**config.mk**
```make
export PLATFORM = sky130hd
export DESIGN_NAME = ev_power_state_controller
export DESIGN_NICKNAME = d
export VERILOG_FILES = /design/src/evpsc_pkg.sv /design/src/evpsc_step.sv /design/src/ev_power_state_controller.sv
export SDC_FILE = /design/constraint.sdc
export NUM_CORES = 1
export LEC_CHECK = 0
export BUFFER_PORTS_ARGS = -buffer_cell sky130_fd_sc_hd__buf_4
export CAP_MARGIN = 20
export CORE_MARGIN = 3
export CORE_UTILIZATION = 54
export CTS_BUF_LIST = sky130_fd_sc_hd__clkbuf_8 sky130_fd_sc_hd__clkbuf_16
export DETAILED_ROUTE_END_ITERATION = 10
export PLACE_DENSITY = 0.76
export SYNTH_ARGS = -nofsm -noshare
export SYNTH_HDL_FRONTEND = slang
export SYNTH_SLANG_ARGS = --single-unit
```
**constraint.sdc**
```tcl
create_clock -name clk -period 3.4 [get_ports clk]
set_input_delay 0.51 -clock clk [delete_from_list [all_inputs] [get_ports clk]]
set_output_delay 0.51 -clock clk [all_outputs]
set_load 0.005 [all_outputs]
```
**src/evpsc_pkg.sv**
```systemverilog
// Package: types, codes and the per-tick state update helpers of the EV power state controller.
package evpsc_pkg;

  localparam int TIMER_BITS  = 16;
  localparam int DELAY_BITS  = 16;
  localparam int TIMER_CMP_W = (TIMER_BITS > DELAY_BITS) ? TIMER_BITS : DELAY_BITS;

  localparam int IN_W   = 56;
  localparam int OUT_W  = 24;
  localparam int CFG_IW = 3;
  localparam int CFG_DW = 16;

  typedef enum logic [1:0] {
    MODE_STANDBY  = 2'd0,
    MODE_RUN      = 2'd1,
    MODE_CHARGING = 2'd2
  } evpsc_mode_t;

  typedef enum logic [1:0] {
    DC_UNSET = 2'd0,
    DC_BOOST = 2'd1,
    DC_BUCK  = 2'd2
  } evpsc_dcdc_t;

  typedef enum logic [1:0] {
    DEM_STANDBY = 2'd0,
    DEM_SLEEP   = 2'd1,
    DEM_CHARGE  = 2'd2
  } evpsc_demand_t;

  localparam logic [2:0] LED_OFF      = 3'd0;
  localparam logic [2:0] LED_STANDBY  = 3'd1;
  localparam logic [2:0] LED_READY    = 3'd3;
  localparam logic [2:0] LED_CHARGING = 3'd4;

  localparam logic [2:0] CST_SLEEP    = 3'd0;
  localparam logic [2:0] CST_STANDBY  = 3'd1;
  localparam logic [2:0] CST_READY    = 3'd2;
  localparam logic [2:0] CST_CHARGING = 3'd3;

  localparam logic [CFG_IW-1:0] CFG_MODE_CHANGE_DELAY    = 3'd0;
  localparam logic [CFG_IW-1:0] CFG_PRECHARGE_WINDOW     = 3'd1;
  localparam logic [CFG_IW-1:0] CFG_PRECHARGE_MIN_VOLTS  = 3'd2;
  localparam logic [CFG_IW-1:0] CFG_INVERTER_TEMP_HIGH   = 3'd3;
  localparam logic [CFG_IW-1:0] CFG_INVERTER_TEMP_LOW    = 3'd4;
  localparam logic [CFG_IW-1:0] CFG_MOTOR_TEMP_HIGH      = 3'd5;
  localparam logic [CFG_IW-1:0] CFG_MOTOR_TEMP_LOW       = 3'd6;
  localparam logic [CFG_IW-1:0] CFG_COOLING_REQUEST_HIGH = 3'd7;

  typedef struct packed {
    logic [DELAY_BITS-1:0] mode_change_delay;
    logic [7:0]            precharge_window;
    logic [9:0]            precharge_min_volts;
    logic signed [7:0]     inverter_temp_high;
    logic signed [7:0]     inverter_temp_low;
    logic signed [7:0]     motor_temp_high;
    logic signed [7:0]     motor_temp_low;
    logic signed [7:0]     cooling_request_high;
  } evpsc_cfg_t;

  localparam evpsc_cfg_t CFG_RESET = '{
    mode_change_delay:    16'd500,
    precharge_window:     8'd20,
    precharge_min_volts:  10'd50,
    inverter_temp_high:   8'sd60,
    inverter_temp_low:    8'sd50,
    motor_temp_high:      8'sd80,
    motor_temp_low:       8'sd70,
    cooling_request_high: 8'sd50
  };

  typedef struct packed {
    logic              ignition;
    logic              charger_wake;
    logic [9:0]        battery_volts;
    logic [9:0]        bus_volts;
    logic signed [7:0] inverter_temp;
    logic signed [7:0] motor_temp;
    logic signed [7:0] cooling_request;
    logic              reverse_gear;
    logic [2:0]        charger_status;
    logic              plug_locked;
    logic              unlock_event;
  } evpsc_in_t;

  typedef struct packed {
    evpsc_mode_t           mode;
    logic                  armed;
    logic                  precharge_done;
    logic                  charge_finished;
    logic                  unlock_sticky;
    logic                  unlock_pending;
    logic                  unlock_req;
    evpsc_dcdc_t           dcdc_mode;
    logic [TIMER_BITS-1:0] mode_timer;
    logic                  wake_motor;
    logic                  wake_dcdc;
    logic                  wake_charger;
    logic                  contactor;
    logic                  pump;
    logic                  reverse;
    logic                  dcdc_en;
    evpsc_demand_t         demand;
    logic [2:0]            led;
  } evpsc_state_t;

  localparam evpsc_state_t ST_RESET = '{
    mode:            MODE_STANDBY,
    armed:           1'b0,
    precharge_done:  1'b0,
    charge_finished: 1'b0,
    unlock_sticky:   1'b0,
    unlock_pending:  1'b0,
    unlock_req:      1'b0,
    dcdc_mode:       DC_UNSET,
    mode_timer:      '0,
    wake_motor:      1'b0,
    wake_dcdc:       1'b0,
    wake_charger:    1'b0,
    contactor:       1'b0,
    pump:            1'b0,
    reverse:         1'b0,
    dcdc_en:         1'b0,
    demand:          DEM_STANDBY,
    led:             LED_OFF
  };

  typedef struct packed {
    evpsc_mode_t   vehicle_mode;
    logic [2:0]    wake_lines;
    logic          contactor_closed;
    logic          pump_on;
    logic          reverse_light;
    logic          dcdc_enable;
    logic          dcdc_boost;
    evpsc_demand_t charger_demand;
    logic [2:0]    charge_led;
    logic          unlock_request;
    logic          sleep_request;
  } evpsc_res_t;

  function automatic evpsc_state_t st_disarm(evpsc_state_t s);
    evpsc_state_t r;
    r                = s;
    r.armed          = 1'b0;
    r.dcdc_en        = 1'b0;
    r.precharge_done = 1'b0;
    r.contactor      = 1'b0;
    return r;
  endfunction

  function automatic evpsc_state_t st_to_standby(evpsc_state_t s);
    evpsc_state_t r;
    r                 = s;
    r.mode            = MODE_STANDBY;
    r.charge_finished = 1'b0;
    r                 = st_disarm(r);
    return r;
  endfunction

  function automatic evpsc_state_t st_set_dcdc(evpsc_state_t s, evpsc_dcdc_t m);
    evpsc_state_t r;
    r = s;
    if (r.dcdc_mode != m) begin
      r.dcdc_mode  = m;
      r.mode_timer = '0;
      r.dcdc_en    = 1'b0;
    end
    return r;
  endfunction

  function automatic evpsc_state_t st_arm_battery(evpsc_state_t s, evpsc_cfg_t c,
                                                  logic [9:0] batt, logic [9:0] bus);
    evpsc_state_t      r;
    logic signed [11:0] lo;
    logic signed [11:0] hi;
    logic signed [11:0] bus_s;
    logic               waited;
    r     = s;
    lo    = $signed({2'b00, batt}) - $signed({4'b0000, c.precharge_window});
    hi    = $signed({2'b00, batt}) + $signed({4'b0000, c.precharge_window});
    bus_s = $signed({2'b00, bus});
    if (!r.precharge_done) begin
      r      = st_set_dcdc(r, DC_BOOST);
      waited = TIMER_CMP_W'(r.mode_timer) >= TIMER_CMP_W'(c.mode_change_delay);
      if (waited) begin
        r.dcdc_en = 1'b1;
        if (bus_s >= lo && bus_s <= hi && bus > c.precharge_min_volts) begin
          r.precharge_done = 1'b1;
          r.contactor      = 1'b1;
          r.dcdc_en        = 1'b0;
        end
      end
    end else begin
      r.armed = 1'b1;
      r       = st_set_dcdc(r, DC_BUCK);
      waited  = TIMER_CMP_W'(r.mode_timer) >= TIMER_CMP_W'(c.mode_change_delay);
      if (waited) begin
        r.dcdc_en = 1'b1;
      end
    end
    return r;
  endfunction

  function automatic evpsc_state_t st_cooling(evpsc_state_t s, evpsc_cfg_t c, evpsc_in_t i);
    evpsc_state_t r;
    r = s;
    if (r.armed) begin
      if (i.inverter_temp > c.inverter_temp_high || i.motor_temp > c.motor_temp_high ||
          i.cooling_request > c.cooling_request_high) begin
        r.pump = 1'b1;
      end else if (i.inverter_temp < c.inverter_temp_low &&
                   i.motor_temp < c.motor_temp_low && i.cooling_request[7]) begin
        r.pump = 1'b0;
      end
    end
    return r;
  endfunction

endpackage

```
**src/evpsc_step.sv**
```systemverilog
// Combinational per-tick update: next controller state and the result beat.
module evpsc_step (
  input  evpsc_pkg::evpsc_state_t st,
  input  evpsc_pkg::evpsc_cfg_t   cfg,
  input  evpsc_pkg::evpsc_in_t    item,
  output evpsc_pkg::evpsc_state_t st_nxt,
  output evpsc_pkg::evpsc_res_t   res
);

  evpsc_pkg::evpsc_state_t s;
  logic                    sleep_req;

  always_comb begin
    s         = st;
    sleep_req = 1'b0;
    if (s.mode_timer != '1) begin
      s.mode_timer = s.mode_timer + evpsc_pkg::TIMER_BITS'(1);
    end
    if (item.unlock_event) begin
      s.unlock_sticky = 1'b1;
    end
    unique case (s.mode)
      evpsc_pkg::MODE_RUN: begin
        if (!item.ignition) begin
          s = evpsc_pkg::st_to_standby(s);
        end else begin
          s            = evpsc_pkg::st_cooling(s, cfg, item);
          s            = evpsc_pkg::st_arm_battery(s, cfg, item.battery_volts, item.bus_volts);
          s.wake_motor = 1'b1;
          s.wake_dcdc  = 1'b1;
          s.reverse    = item.reverse_gear;
        end
      end
      evpsc_pkg::MODE_CHARGING: begin
        s.wake_charger = 1'b1;
        s.wake_dcdc    = 1'b1;
        if (s.unlock_sticky) begin
          if (item.plug_locked) begin
            s.unlock_req      = 1'b1;
            s.charge_finished = 1'b1;
          end else begin
            s.unlock_sticky = 1'b0;
            s.demand        = evpsc_pkg::DEM_STANDBY;
            s               = evpsc_pkg::st_to_standby(s);
          end
        end
        s = evpsc_pkg::st_cooling(s, cfg, item);
        if (s.mode == evpsc_pkg::MODE_CHARGING) begin
          case (item.charger_status)
            evpsc_pkg::CST_SLEEP: begin
              s.led    = evpsc_pkg::LED_OFF;
              s.demand = evpsc_pkg::DEM_STANDBY;
            end
            evpsc_pkg::CST_STANDBY: begin
              s.led = evpsc_pkg::LED_STANDBY;
              if (s.charge_finished) begin
                s.demand         = evpsc_pkg::DEM_SLEEP;
                s                = evpsc_pkg::st_to_standby(s);
                s.unlock_req     = 1'b1;
                s.unlock_pending = 1'b1;
              end
            end
            evpsc_pkg::CST_READY: begin
              s.led = evpsc_pkg::LED_READY;
              if (s.unlock_pending || s.unlock_req) begin
                s.demand = evpsc_pkg::DEM_STANDBY;
              end else if (s.precharge_done) begin
                s.demand = evpsc_pkg::DEM_CHARGE;
              end
              s = evpsc_pkg::st_arm_battery(s, cfg, item.battery_volts, item.bus_volts);
            end
            evpsc_pkg::CST_CHARGING: begin
              s.led = evpsc_pkg::LED_CHARGING;
              s     = evpsc_pkg::st_arm_battery(s, cfg, item.battery_volts, item.bus_volts);
            end
            default: begin
              s = evpsc_pkg::st_disarm(s);
            end
          endcase
          if (s.unlock_pending) begin
            s.unlock_req = 1'b1;
            if (!item.plug_locked) begin
              s.demand = evpsc_pkg::DEM_STANDBY;
              s        = evpsc_pkg::st_to_standby(s);
              s.led    = evpsc_pkg::LED_OFF;
            end
          end
        end else begin
          s              = evpsc_pkg::st_disarm(s);
          s.wake_charger = 1'b0;
        end
      end
      default: begin
        s.wake_motor   = 1'b0;
        s.wake_dcdc    = 1'b0;
        s.wake_charger = 1'b0;
        s              = evpsc_pkg::st_disarm(s);
        if (item.charger_wake) begin
          s.mode = evpsc_pkg::MODE_CHARGING;
        end
        if (item.ignition) begin
          s.mode            = evpsc_pkg::MODE_RUN;
          s.charge_finished = 1'b0;
        end
        sleep_req = !item.ignition && !item.charger_wake;
      end
    endcase
    st_nxt = s;
  end

  always_comb begin
    res.vehicle_mode     = s.mode;
    res.wake_lines       = {s.wake_charger, s.wake_dcdc, s.wake_motor};
    res.contactor_closed = s.contactor;
    res.pump_on          = s.pump;
    res.reverse_light    = s.reverse;
    res.dcdc_enable      = s.dcdc_en;
    res.dcdc_boost       = (s.dcdc_mode == evpsc_pkg::DC_BOOST);
    res.charger_demand   = s.demand;
    res.charge_led       = s.led;
    res.unlock_request   = s.unlock_req;
    res.sleep_request    = sleep_req;
  end

endmodule

```
**src/ev_power_state_controller.sv**
```systemverilog
// Top level: configuration registers, controller state and the output beat register.
//
//   channel  direction  width  contents
//   in_*     slave      56     one tick of vehicle inputs per beat
//   out_*    master     24     one result beat per input beat
//   cfg_*    write      16     register index 0..7, no read-back
//
// One beat is taken per cycle while in_tready is high; its result appears in the
// output register on the next cycle. in_tready is high whenever the output register
// is empty or being drained, so an output stall holds the input in the same cycle.
// Synchronous active-low reset restores controller state and register defaults.
module ev_power_state_controller (
  input  logic                               clk,
  input  logic                               rst_n,
  input  logic                               in_tvalid,
  output logic                               in_tready,
  // ignition, charger_wake, battery_volts[9:0], bus_volts[9:0], inverter_temp[7:0],
  // motor_temp[7:0], cooling_request[7:0], reverse_gear, charger_status[2:0],
  // plug_locked, unlock_event, zero pad
  input  logic [evpsc_pkg::IN_W-1:0]         in_tdata,
  output logic                               out_tvalid,
  input  logic                               out_tready,
  // vehicle_mode[1:0], wake_lines[2:0], contactor_closed, pump_on, reverse_light,
  // dcdc_enable, dcdc_boost, charger_demand[1:0], charge_led[2:0], unlock_request,
  // sleep_request, zero pad
  output logic [evpsc_pkg::OUT_W-1:0]        out_tdata,
  input  logic                               cfg_we,
  input  logic [evpsc_pkg::CFG_IW-1:0]       cfg_index,
  input  logic [evpsc_pkg::CFG_DW-1:0]       cfg_wdata
);

  evpsc_pkg::evpsc_cfg_t   cfg_r;
  evpsc_pkg::evpsc_cfg_t   cfg_nxt;
  evpsc_pkg::evpsc_state_t st_r;
  evpsc_pkg::evpsc_state_t st_nxt;
  evpsc_pkg::evpsc_in_t    item;
  evpsc_pkg::evpsc_res_t   res;
  logic                    out_tvalid_r;
  logic                    out_tvalid_nxt;
  logic [evpsc_pkg::OUT_W-1:0] out_tdata_r;
  logic                    in_beat;

  assign item.ignition        = in_tdata[0];
  assign item.charger_wake    = in_tdata[1];
  assign item.battery_volts   = in_tdata[11:2];
  assign item.bus_volts       = in_tdata[21:12];
  assign item.inverter_temp   = $signed(in_tdata[29:22]);
  assign item.motor_temp      = $signed(in_tdata[37:30]);
  assign item.cooling_request = $signed(in_tdata[45:38]);
  assign item.reverse_gear    = in_tdata[46];
  assign item.charger_status  = in_tdata[49:47];
  assign item.plug_locked     = in_tdata[50];
  assign item.unlock_event    = in_tdata[51];

  evpsc_step u_step (
    .st     (st_r),
    .cfg    (cfg_r),
    .item   (item),
    .st_nxt (st_nxt),
    .res    (res)
  );

  assign in_tready = !out_tvalid_r || out_tready;
  assign in_beat   = in_tvalid && in_tready;

  always_comb begin
    cfg_nxt = cfg_r;
    if (cfg_we) begin
      unique case (cfg_index)
        evpsc_pkg::CFG_MODE_CHANGE_DELAY:    cfg_nxt.mode_change_delay   = cfg_wdata;
        evpsc_pkg::CFG_PRECHARGE_WINDOW:     cfg_nxt.precharge_window    = cfg_wdata[7:0];
        evpsc_pkg::CFG_PRECHARGE_MIN_VOLTS:  cfg_nxt.precharge_min_volts = cfg_wdata[9:0];
        evpsc_pkg::CFG_INVERTER_TEMP_HIGH:   cfg_nxt.inverter_temp_high  = $signed(cfg_wdata[7:0]);
        evpsc_pkg::CFG_INVERTER_TEMP_LOW:    cfg_nxt.inverter_temp_low   = $signed(cfg_wdata[7:0]);
        evpsc_pkg::CFG_MOTOR_TEMP_HIGH:      cfg_nxt.motor_temp_high     = $signed(cfg_wdata[7:0]);
        evpsc_pkg::CFG_MOTOR_TEMP_LOW:       cfg_nxt.motor_temp_low      = $signed(cfg_wdata[7:0]);
        evpsc_pkg::CFG_COOLING_REQUEST_HIGH: cfg_nxt.cooling_request_high = $signed(cfg_wdata[7:0]);
        default:                             cfg_nxt = cfg_r;
      endcase
    end
  end

  always_comb begin
    out_tvalid_nxt = out_tvalid_r;
    if (in_beat) begin
      out_tvalid_nxt = 1'b1;
    end else if (out_tready) begin
      out_tvalid_nxt = 1'b0;
    end
  end

  always_ff @(posedge clk) begin
    if (!rst_n) begin
      cfg_r        <= evpsc_pkg::CFG_RESET;
      st_r         <= evpsc_pkg::ST_RESET;
      out_tvalid_r <= 1'b0;
    end else begin
      cfg_r        <= cfg_nxt;
      out_tvalid_r <= out_tvalid_nxt;
      if (in_beat) begin
        st_r <= st_nxt;
      end
    end
  end

  // hold the result until the downstream side takes the beat
  always_ff @(posedge clk) begin
    if (in_beat) begin
      out_tdata_r <= {7'd0, res.sleep_request, res.unlock_request, res.charge_led,
                      res.charger_demand, res.dcdc_boost, res.dcdc_enable, res.reverse_light,
                      res.pump_on, res.contactor_closed, res.wake_lines, res.vehicle_mode};
    end
  end

  assign out_tvalid = out_tvalid_r;
  assign out_tdata  = out_tdata_r;

endmodule

```
Word-level counts from Yosys, hierarchy flattened:

Index checks and enable logic that the tools add are counted.

* output and inout bits: 26
* input bits: 80
* logic and storage cells: 176
* flip-flop bits (word level): 130

* reductions and logical operators: 29
* equality and inequality tests: 21
* magnitude comparators: 14
* bitwise logic cells: 1
* add/subtract/negate cells: 3
* multiplexer cells: 79

Operator list (count)
* 18-bit two-way mux: 24
* 38-bit two-way mux: 7
* 33-bit case mux with 4 select lines: 1
* 36-bit two-way mux: 3
* 16-bit >= comparator: 6
* 38-bit case mux with 2 select lines: 1
* 33-bit two-way mux: 2
* 1-bit two-way mux: 32
* 8-bit greater-than comparator: 3
* 5-bit case mux with 4 select lines: 1
* 2-bit AND reduction: 9
* 16-bit by 1-bit adder with 16-bit output, second input constant: 1
* 8-bit < comparator: 2
* 16-bit two-way mux: 1
* 16-bit inequality test, second input constant: 1
* 3-bit by 2-bit equality test with 1-bit output, second input constant: 4
* 3-bit equality test, second input constant: 4
* 11-bit by 12-bit >= comparator with 1-bit output: 1
* 11-bit by 12-bit less-or-equal comparator with 1-bit output: 1
* 10-bit by 8-bit adder with 11-bit output: 1
* 10-bit by 8-bit subtractor with 11-bit output: 1
* 10-bit greater-than comparator: 1
* 2-bit two-way mux: 5
* 9-bit two-way mux: 1
* 16 further kinds: 34

Longest topological paths before layout:

Gate-level depths: netlist of the first run.

* depth in word-level cells: 21
* mapped depth: 17

By module:

A second synthesis of the first run with hierarchy kept.

* cell total of the unflattened synthesis: 1166
* area, all modules: 9367.7 µm²

Modules (own cells, without submodules)
* ev_power_state_controller: area an instance 4734.5 µm², instances 1, seq. area each 2772.7 µm², cells each 476
* evpsc_step: area an instance 4633.2 µm², instances 1, seq. area each 0.0 µm², cells each 690

Least setup slack after synthesis of the first run:

Ideal clock, no wire load.

* path kind: flip-flop to flip-flop
* start point: register st_r[14] (netlist name)
* end point: register out_tdata_r, in the netlist out_tdata[5], data pin
* period minus slack after synthesis: 3.487 ns
* setup slack: -0.087 ns
* stages on the path, launching flop included: 18
* arrival: 3.233 ns
* path through: dfxtp_1 > buf_2 > and4_4 > nand4_2 > or4_1 > buf_2 > nand2b_4 > nand4_1 > xor2_1 > nor2_1 > ha_1 > a2111oi_0 > nor3_1 > a211oi_1 > o31ai_1 > o41ai_2 > nor4_1 > o21a_1

RTL lines
* from (decl): RTL line ev_power_state_controller.sv:34 `evpsc_pkg::evpsc_state_t st_r;`
* from (signal assigned): RTL line ev_power_state_controller.sv:95 `st_r <= evpsc_pkg::ST_RESET;`
* from (signal assigned): RTL line ev_power_state_controller.sv:101 `st_r <= st_nxt;`
* to (signal assigned): RTL line ev_power_state_controller.sv:109 `out_tdata_r <= {7'd0, res.sleep_request, res.unlock_request, res.charge_led,`
* to (decl): RTL line ev_power_state_controller.sv:40 `logic [evpsc_pkg::OUT_W-1:0] out_tdata_r;`

Worst setup path after layout of the first run:

* start point: register st_r[17] (netlist name)
* end point: register st_r[5] (netlist name)

* word-level cells in the longest chain between the ends: 19
* elaborated cells on any way between the ends: 52
* classes of those cells: 1 x add/sub; 6 x order compare; 1 x eq/ne; 44 x mux

RTL lines
* 16-bit by 1-bit adder with 16-bit output / 16-bit inequality test (equally long branches): RTL line evpsc_step.sv:17, evpsc_step.sv:16
* 16-bit two-way mux (*): RTL line evpsc_step.sv:16 `if (s.mode_timer != '1) begin`
* 38-bit two-way mux: RTL line evpsc_step.sv:37 `if (s.unlock_sticky) begin`
* 38-bit two-way mux: RTL line evpsc_step.sv:22 `unique case (s.mode)`
* 18-bit two-way mux: RTL line evpsc_pkg.sv:164 `if (r.dcdc_mode != m) begin`
* 18-bit two-way mux: RTL line evpsc_pkg.sv:183 `if (!r.precharge_done) begin`
* 18-bit two-way mux: RTL line evpsc_step.sv:49 `case (item.charger_status)`
* 18-bit two-way mux: RTL line evpsc_step.sv:48 `if (s.mode == evpsc_pkg::MODE_CHARGING) begin`
* (+3 left out)
* 36-bit two-way mux: RTL line evpsc_pkg.sv:183
* 33-bit case mux with 4 select lines: RTL line evpsc_step.sv:49
* 33-bit two-way mux: RTL line evpsc_step.sv:48
* 33-bit two-way mux: RTL line evpsc_step.sv:22
* 38-bit two-way mux: RTL line evpsc_step.sv:82 `if (!item.plug_locked) begin`
* 38-bit two-way mux: RTL line evpsc_step.sv:80 `if (s.unlock_pending) begin`
* 38-bit two-way mux: RTL line evpsc_step.sv:48
* 38-bit case mux with 2 select lines (*): RTL line evpsc_step.sv:22

Every way passes the cells marked *; elsewhere a longest branch is shown, timed or not. The select of a mux whose other input is x is not followed.
A chain may end at the register's enable or synchronous reset.

==> results of run 1 <==
-- cells in the mapped netlist, drive strengths merged (4+ instances only) --
library cell,n,area share [%]
a211o,4,0.38
a211oi,14,1.1
a21o,12,0.98
a21oi,110,6.2
a221oi,4,0.38
a2bb2oi,7,0.67
a31o,4,0.38
a31oi,4,0.27
a41oi,4,0.55
buf,18,1.3
clkbuf,40,1.7
dfxtp,113,25
edfxtp,17,5.6
ha,119,16
inv,97,4.0
mux2i,4,0.44
nand2,179,7.3
nand2b,17,1.3
nand3,28,1.5
nand4,14,1.0
nor2,106,4.4
nor2b,15,1.0
nor3,26,1.4
nor4,5,0.34
o211ai,30,2.5
o21a,12,0.98
o21ai,57,3.1
o21bai,10,0.86
o22ai,6,0.41
o31ai,8,0.71
or2,4,0.27
xnor2,17,1.6
xor2,8,0.76
-- final timing paths --
check                                   start        end  slack [ns]  cells after the start
worst max register to register       st_r[17]    st_r[5]       -0.14                     15
worst min register to register      cfg_r[69]  cfg_r[69]        0.45                      2
worst max-delay path                 st_r[17]    st_r[5]       -0.14                     15
worst min-delay path            cfg_wdata[13]  cfg_r[71]        0.33                      3
-- cells in the final DEF (no fill, tap or decap), drive strengths merged, types with 10 or more instances in the layout --
cell / synthesis / layout
buf: 18 / 163
o21ai: 57 / 57
nor3: 26 / 26
o21a: 12 / 12
nor2: 106 / 106
o21bai: 10 / 10
o211ai: 30 / 30
a21oi: 110 / 110
edfxtp: 17 / 17
a211oi: 14 / 14
clkbuf: 40 / 22
ha: 119 / 119
inv: 97 / 103
nor2b: 15 / 15
nand2b: 17 / 17
nand2: 179 / 179
a21o: 12 / 12
nand4: 14 / 14
dfxtp: 113 / 113
nand3: 28 / 28
xnor2: 17 / 17
-- area by class of cell --
| type | instances | area, um2 | share of cell area (%) |
|---|---|---|---|
| Clock buffer | 22 | 505 | 4.51 |
| Clock inverter | 10 | 119 | 1.06 |
| Sequential cell | 130 | 2780 | 24.8 |
| Inverter | 100 | 375 | 3.35 |
| Tap cell | 220 | 275 | 2.46 |
| Multi-Input combinational cell | 889 | 5920 | 52.9 |
| Timing Repair Buffer | 163 | 1220 | 10.9 |
-- logic make-up after synthesis --
group	synth area share [%]
DFF	30.2
and+or+nand+nor	21.0
buffers and inverters	7.08
xor gates and xnor gates	2.39
muxes	0.682
other	0.0409
AOI/OAI and AO/OA	21.9
adders and majority gates	16.7
-- critical path, stage by stage (launching register included) --
cell,delay [ns]
dfxtp_2,0.32
and4_4,0.27
nand4_4,0.12
or4_4,0.44
buf_4,0.17
o22ai_1,0.23
buf_4,0.15
nor2_1,0.04
ha_1,0.22
a211oi_1,0.21
nor2_1,0.12
nor4_1,0.41
o31ai_2,0.20
a21oi_2,0.22
a2bb2oi_1,0.20
a21oi_1,0.09
-- registers in the layout, summed over array words and instances, names as in the netlist --
signal      flops
cfg_r          74
out_tvalid      1
st_r           38
out_tdata      17
-- power groups by stage --
stage	combinational [mW]	clock [mW]	sequential (mW)
floorplan	0.438	0	1.65
global placement	0.682	0	1.65
detailed placement	0.698	0	1.65
CTS	0.709	1.93	1.62
global route	0.798	2.02	1.63
finish	0.721	1.92	1.62
-- routing by layer --
metal,track usage (%),vias up
met1,34.1,4113
met5,0,-
met4,10.2,0
met3,4.66,64
met2,44.3,320
li1,-,4353
-- stage by stage --
step | hold slack (ns) | worst slack [ns] | total power, mW
after floorplan | 0.432 | -0.0153 | 2.09
final | 0.327 | -0.135 | 4.26
after detailed placement | 0.447 | -0.390 | 2.35
after CTS | 0.323 | -0.0990 | 4.26
after global routing | 0.341 | -0.347 | 4.44
after global placement | 0.442 | -0.318 | 2.33
-- repair_timing --
action / 4_1_cts / 5_1_grt
pin swaps: 11 / 13
endpoints found under the setup margin: 5 / 5
gates cloned: 0 / 0
setup buffers: 3 / 2
gates resized for setup: 17 / 16
hold endpoints to repair: 0 / 0
==> impl_results.md, run 1 <==
* Final net count at 1,502
* GR Overflow Total at 0
* Metal2 WL at 11.9 mm
* Post-synthesis cell type count at 86
* Ant diodes at 0
* Fin area at 11,200 um2
* Peak VDD IR at 0.360 mV
* CTS Hold Buffers Added at 0
* Synthesis-to-finish area growth at 22.1%
* Placed insts at 1,497
* Hold/Removal Path Class: in2reg
* I/O Buffers at 94
* Top sig layer: met4
* Clock share of power at 45.0%
* P_leak at 4.72 nW
* Die H at 136 um
* Final ANT Viol Nets at 0
* Max Root-Sink Buffers at 2
* Seq cells post-synth at 130
* Reg power frac at 38.0%
* Num rows at 47
* Worst slew pin tran at 0.836 ns
* Top fanout value on the critical path at 5
* Minimum clock period at 3.54 ns
* Seq/Total Area, Yosys at 30.2%
* HPWL Detailed at 17.8 mm
* CTS tree: yes
* Syn Area/Cell at 7.83 um2
* Switching Fraction at 27.0%
* Synth warnings at 0
* Global-route wire length before repair at 39.4 mm
* Top Ports at 106
* Worst Clk Skew at 0.0115 ns
* Met3 WL at 1.72 mm
* Outcome: complete, but fails checks
* Final Hold Viols at 0
* Core box area at 16,600 um2
* Critical path arrival at 3.84 ns
* Vias in the first global route at 8,285
* Cell Int Power at 3.11 mW
* Slew margin rel. at 44.1%
* Crit path kind: reg2reg
* Initial Utilization at 55.3%
* DR WL/cell at 16.2 um
* DR pass1 iterations at 8
* Peak Freq at 283 MHz
* Clock tree root buffer cell: clkbuf_16
* Post-route DRC violation count at 0
* H-tree depth at 4
* EDFF count, synth at 17
* Final WS setup at -0.135 ns
* Die area at 18,600 um2
* Met1 WL at 10.7 mm
* Comb pwr share at 16.9%
* Detailed Route WL at 24.9 mm
* Required time of the worst setup path at 3.70 ns
* Vias per cell at 5.77
* Initial DRC Count at 733
* CP Capture Type: flop
* Largest net degree at the start of global routing at 45
* Share of cells above drive strength 1 at 18.7%
* Clock Sinks at 130
* Ys async rst share at 0%
* Die width at 136 um
* Initial antenna violation count at 0
* P_sw at 1.15 mW
* Startpoint types: flop
* Synth Instances at 1,171
* Via count at 8,850
* Final period utilization at 104%
* Mapped cell area at 9170 um2
* Fin cells at 1,534
* Failing checks: negative setup slack
* Final Max Slew Viols at 0
* Clock Latency Late Sink at 0.43 ns
* Pwr Density at 381 nW/um2
* Setup TNS at -0.334 ns
* GR Util All Layers at 26.5%
* CTS clk-pin slew, worst paths at 0.06 ns
* RSZ-0062 raised after global routing: yes
* Maxcap violations at 0
* Top_reg_cell synth: dfxtp_1
* Endpoints failing setup at 4
* Cell Area, Placed at 10,400 um2
* Post-layout util at 67.5%
* CTS buffer count at 17
* RD Place Congestion at 0.907
* # fillers at 1,405
No activity file was read; power rests on OpenSTA's default activity.
==> run 2, diff against run 1 <==
--- a/config.mk
+++ b/config.mk
@@ -5,7 +5,7 @@
 export SDC_FILE = /design/constraint.sdc
 export NUM_CORES = 1
 export LEC_CHECK = 0
-export BUFFER_PORTS_ARGS = -buffer_cell sky130_fd_sc_hd__buf_4
+export BUFFER_PORTS_ARGS = -buffer_cell sky130_fd_sc_hd__buf_2
 export CAP_MARGIN = 20
 export CORE_MARGIN = 3
 export CORE_UTILIZATION = 54
==> constraint.sdc (replaced) <==
create_clock -name clk -period 3.4 [get_ports clk]
set_input_delay 0.68 -clock clk [delete_from_list [all_inputs] [get_ports clk]]
set_output_delay 0.68 -clock clk [all_outputs]
set_load 0.005 [all_outputs]
==> impl_results.md, run 2 (synthesis results as in run 1) <==
* Outcome: complete, but fails checks
* Failing checks: negative setup slack
* Peak Freq at 284 MHz
* Peak VDD IR at 0.356 mV
* Critical path arrival at 3.78 ns
* Maxcap violations at 0
* Initial Utilization at 55.3%
* Endpoints failing setup at 4
* Initial DRC Count at 766
* Detailed Route WL at 24.4 mm
* Pwr Density at 373 nW/um2
* P_sw at 1.12 mW
* I/O Buffers at 94
* Final Hold Viols at 0
* Post-layout util at 66.5%
* GR Util All Layers at 26.3%
* DR WL/cell at 15.9 um
* Final WS setup at -0.115 ns
* Most frequent cells in the layout: nand2_1 (179), ha_1 (117), dfxtp_1 (106)
* Startpoint types: flop
* Core box area at 16,600 um2
* Share of cells above drive strength 1 at 19.5%
* Final period utilization at 103%
* Fin cells at 1,539
* Minimum clock period at 3.52 ns
* Final ANT Viol Nets at 0
* Final Max Slew Viols at 0
* Largest net degree at the start of global routing at 79
* Slew margin rel. at 36.5%
* Hold slack at 0.449 ns
* CTS buffer count at 17
* Comb pwr share at 16.7%
* Top Ports at 106
* RSZ-0062 raised after global routing: yes
* Max reg flops at 74
* Placed insts at 1,501
* Hold path startpoint: cfg_r[8]
* Global-route wire length before repair at 39.4 mm
* Crit. Startpoint: st_r[17]
* Worst Clk Skew at 0.0112 ns
* Required time of the worst setup path at 3.67 ns
* Die width at 136 um
* Worst r2r src: st_r[17]
* Largest reg by FF count: cfg_r
* Max Root-Sink Buffers at 2
* Clock Sinks at 130
* CTS clk-pin slew, worst paths at 0.06 ns
* Initial antenna violation count at 0
* Crit path kind: reg2reg
* Ant diodes at 0
* Hold/Removal Path Class: reg2reg
* H-tree depth at 4
* RD Place Congestion at 0.910
* Worst slew pin tran at 0.950 ns
* DR pass1 iterations at 5
* Clock share of power at 43.9%
* Via count at 8,821
* Cell Int Power at 3.00 mW
* Clock Latency Late Sink at 0.43 ns
* Synthesis-to-finish area growth at 20.3%
* Die H at 136 um
* GR Overflow Total at 0
* HPWL Detailed at 17.7 mm
* CP Capture Type: flop
* Vias per cell at 5.73
* Num rows at 47
* CTS tree: yes
* Reg power frac at 39.4%
* Switching Fraction at 27.1%
* Clock tree root buffer cell: clkbuf_16
* Tot Pwr at 4.11 mW
* Post-route DRC violation count at 0
* Top fanout value on the critical path at 4
* Die area at 18,600 um2
* Vias in the first global route at 8,226
* P_leak at 4.67 nW
* Most common cell after layout, fill and taps aside: nand2_1
* Final net count at 1,508
==> run 2: per-stage QoR <==
stage	area, um2	setup slack, ns	TNS, ns
CTS	10800	-0.152	-0.584
detailed placement	10200	-0.483	-1.89
floorplan	9220	-0.00979	-0.00979
finish	11000	-0.115	-0.352
global placement	10200	-0.315	-1.21
global route	11000	-0.290	-1.13
==> run 2: path summary, 6_finish.rpt <==
path                            cells after the start  slack (ns)       end
worst max register to register                     15       -0.12   st_r[5]
worst min-delay path                                2        0.45  cfg_r[8]
worst min register to register                      2        0.45  cfg_r[8]
worst max-delay path                               15       -0.12   st_r[5]
==> run 2: cell type report <==
| type | count | area, um2 |
|---|---|---|
| multi-input cells | 889 | 5980 |
| fillers | 1394 | 5550 |
| flip-flops and latches | 130 | 2780 |
| repair buffers | 169 | 1030 |
| clock buffers | 20 | 467 |
| inverters | 100 | 375 |
| well taps | 220 | 275 |
| clock inverters | 11 | 114 |
==> run 2: per-layer routing <==
metal | vias up | global-route usage, % | wire (um)
met5 | - | 0 | 0
met4 | 0 | 6.94 | 391
met3 | 40 | 4.26 | 1440
met2 | 294 | 43.7 | 11600
met1 | 4123 | 35.6 | 11000
li1 | 4364 | - | -
==> run 2: power by group through the flow <==
| stage | logic, mW | registers, mW | clock network (mW) |
|---|---|---|---|
| finish | 0.687 | 1.62 | 1.81 |
| detailed placement | 0.661 | 1.65 | 0 |
| floorplan | 0.440 | 1.65 | 0 |
| CTS | 0.668 | 1.62 | 1.82 |
| global placement | 0.649 | 1.65 | 0 |
| global route | 0.767 | 1.63 | 1.89 |
==> run 2: critical path, cell delays in order (launching register included) <==
cell       delay [ns]
dfxtp_2          0.32
and4_4           0.26
nand4_4          0.11
or4_4            0.43
buf_4            0.15
buf_4            0.16
o31ai_4          0.26
buf_4            0.15
nor2_1           0.04
ha_1             0.31
a21o_1           0.22
a221oi_2         0.32
o31ai_2          0.17
a21oi_2          0.21
a2bb2oi_1        0.17
a21oi_1          0.08
==> run 2: timing repair <==
item,CTS,global route
pin swaps,10,18
buffers inserted,2,5
hold endpoints to repair,0,0
gates resized for setup,9,34
hold buffers,0,0
setup endpoints to repair,5,5
gates cloned,0,0
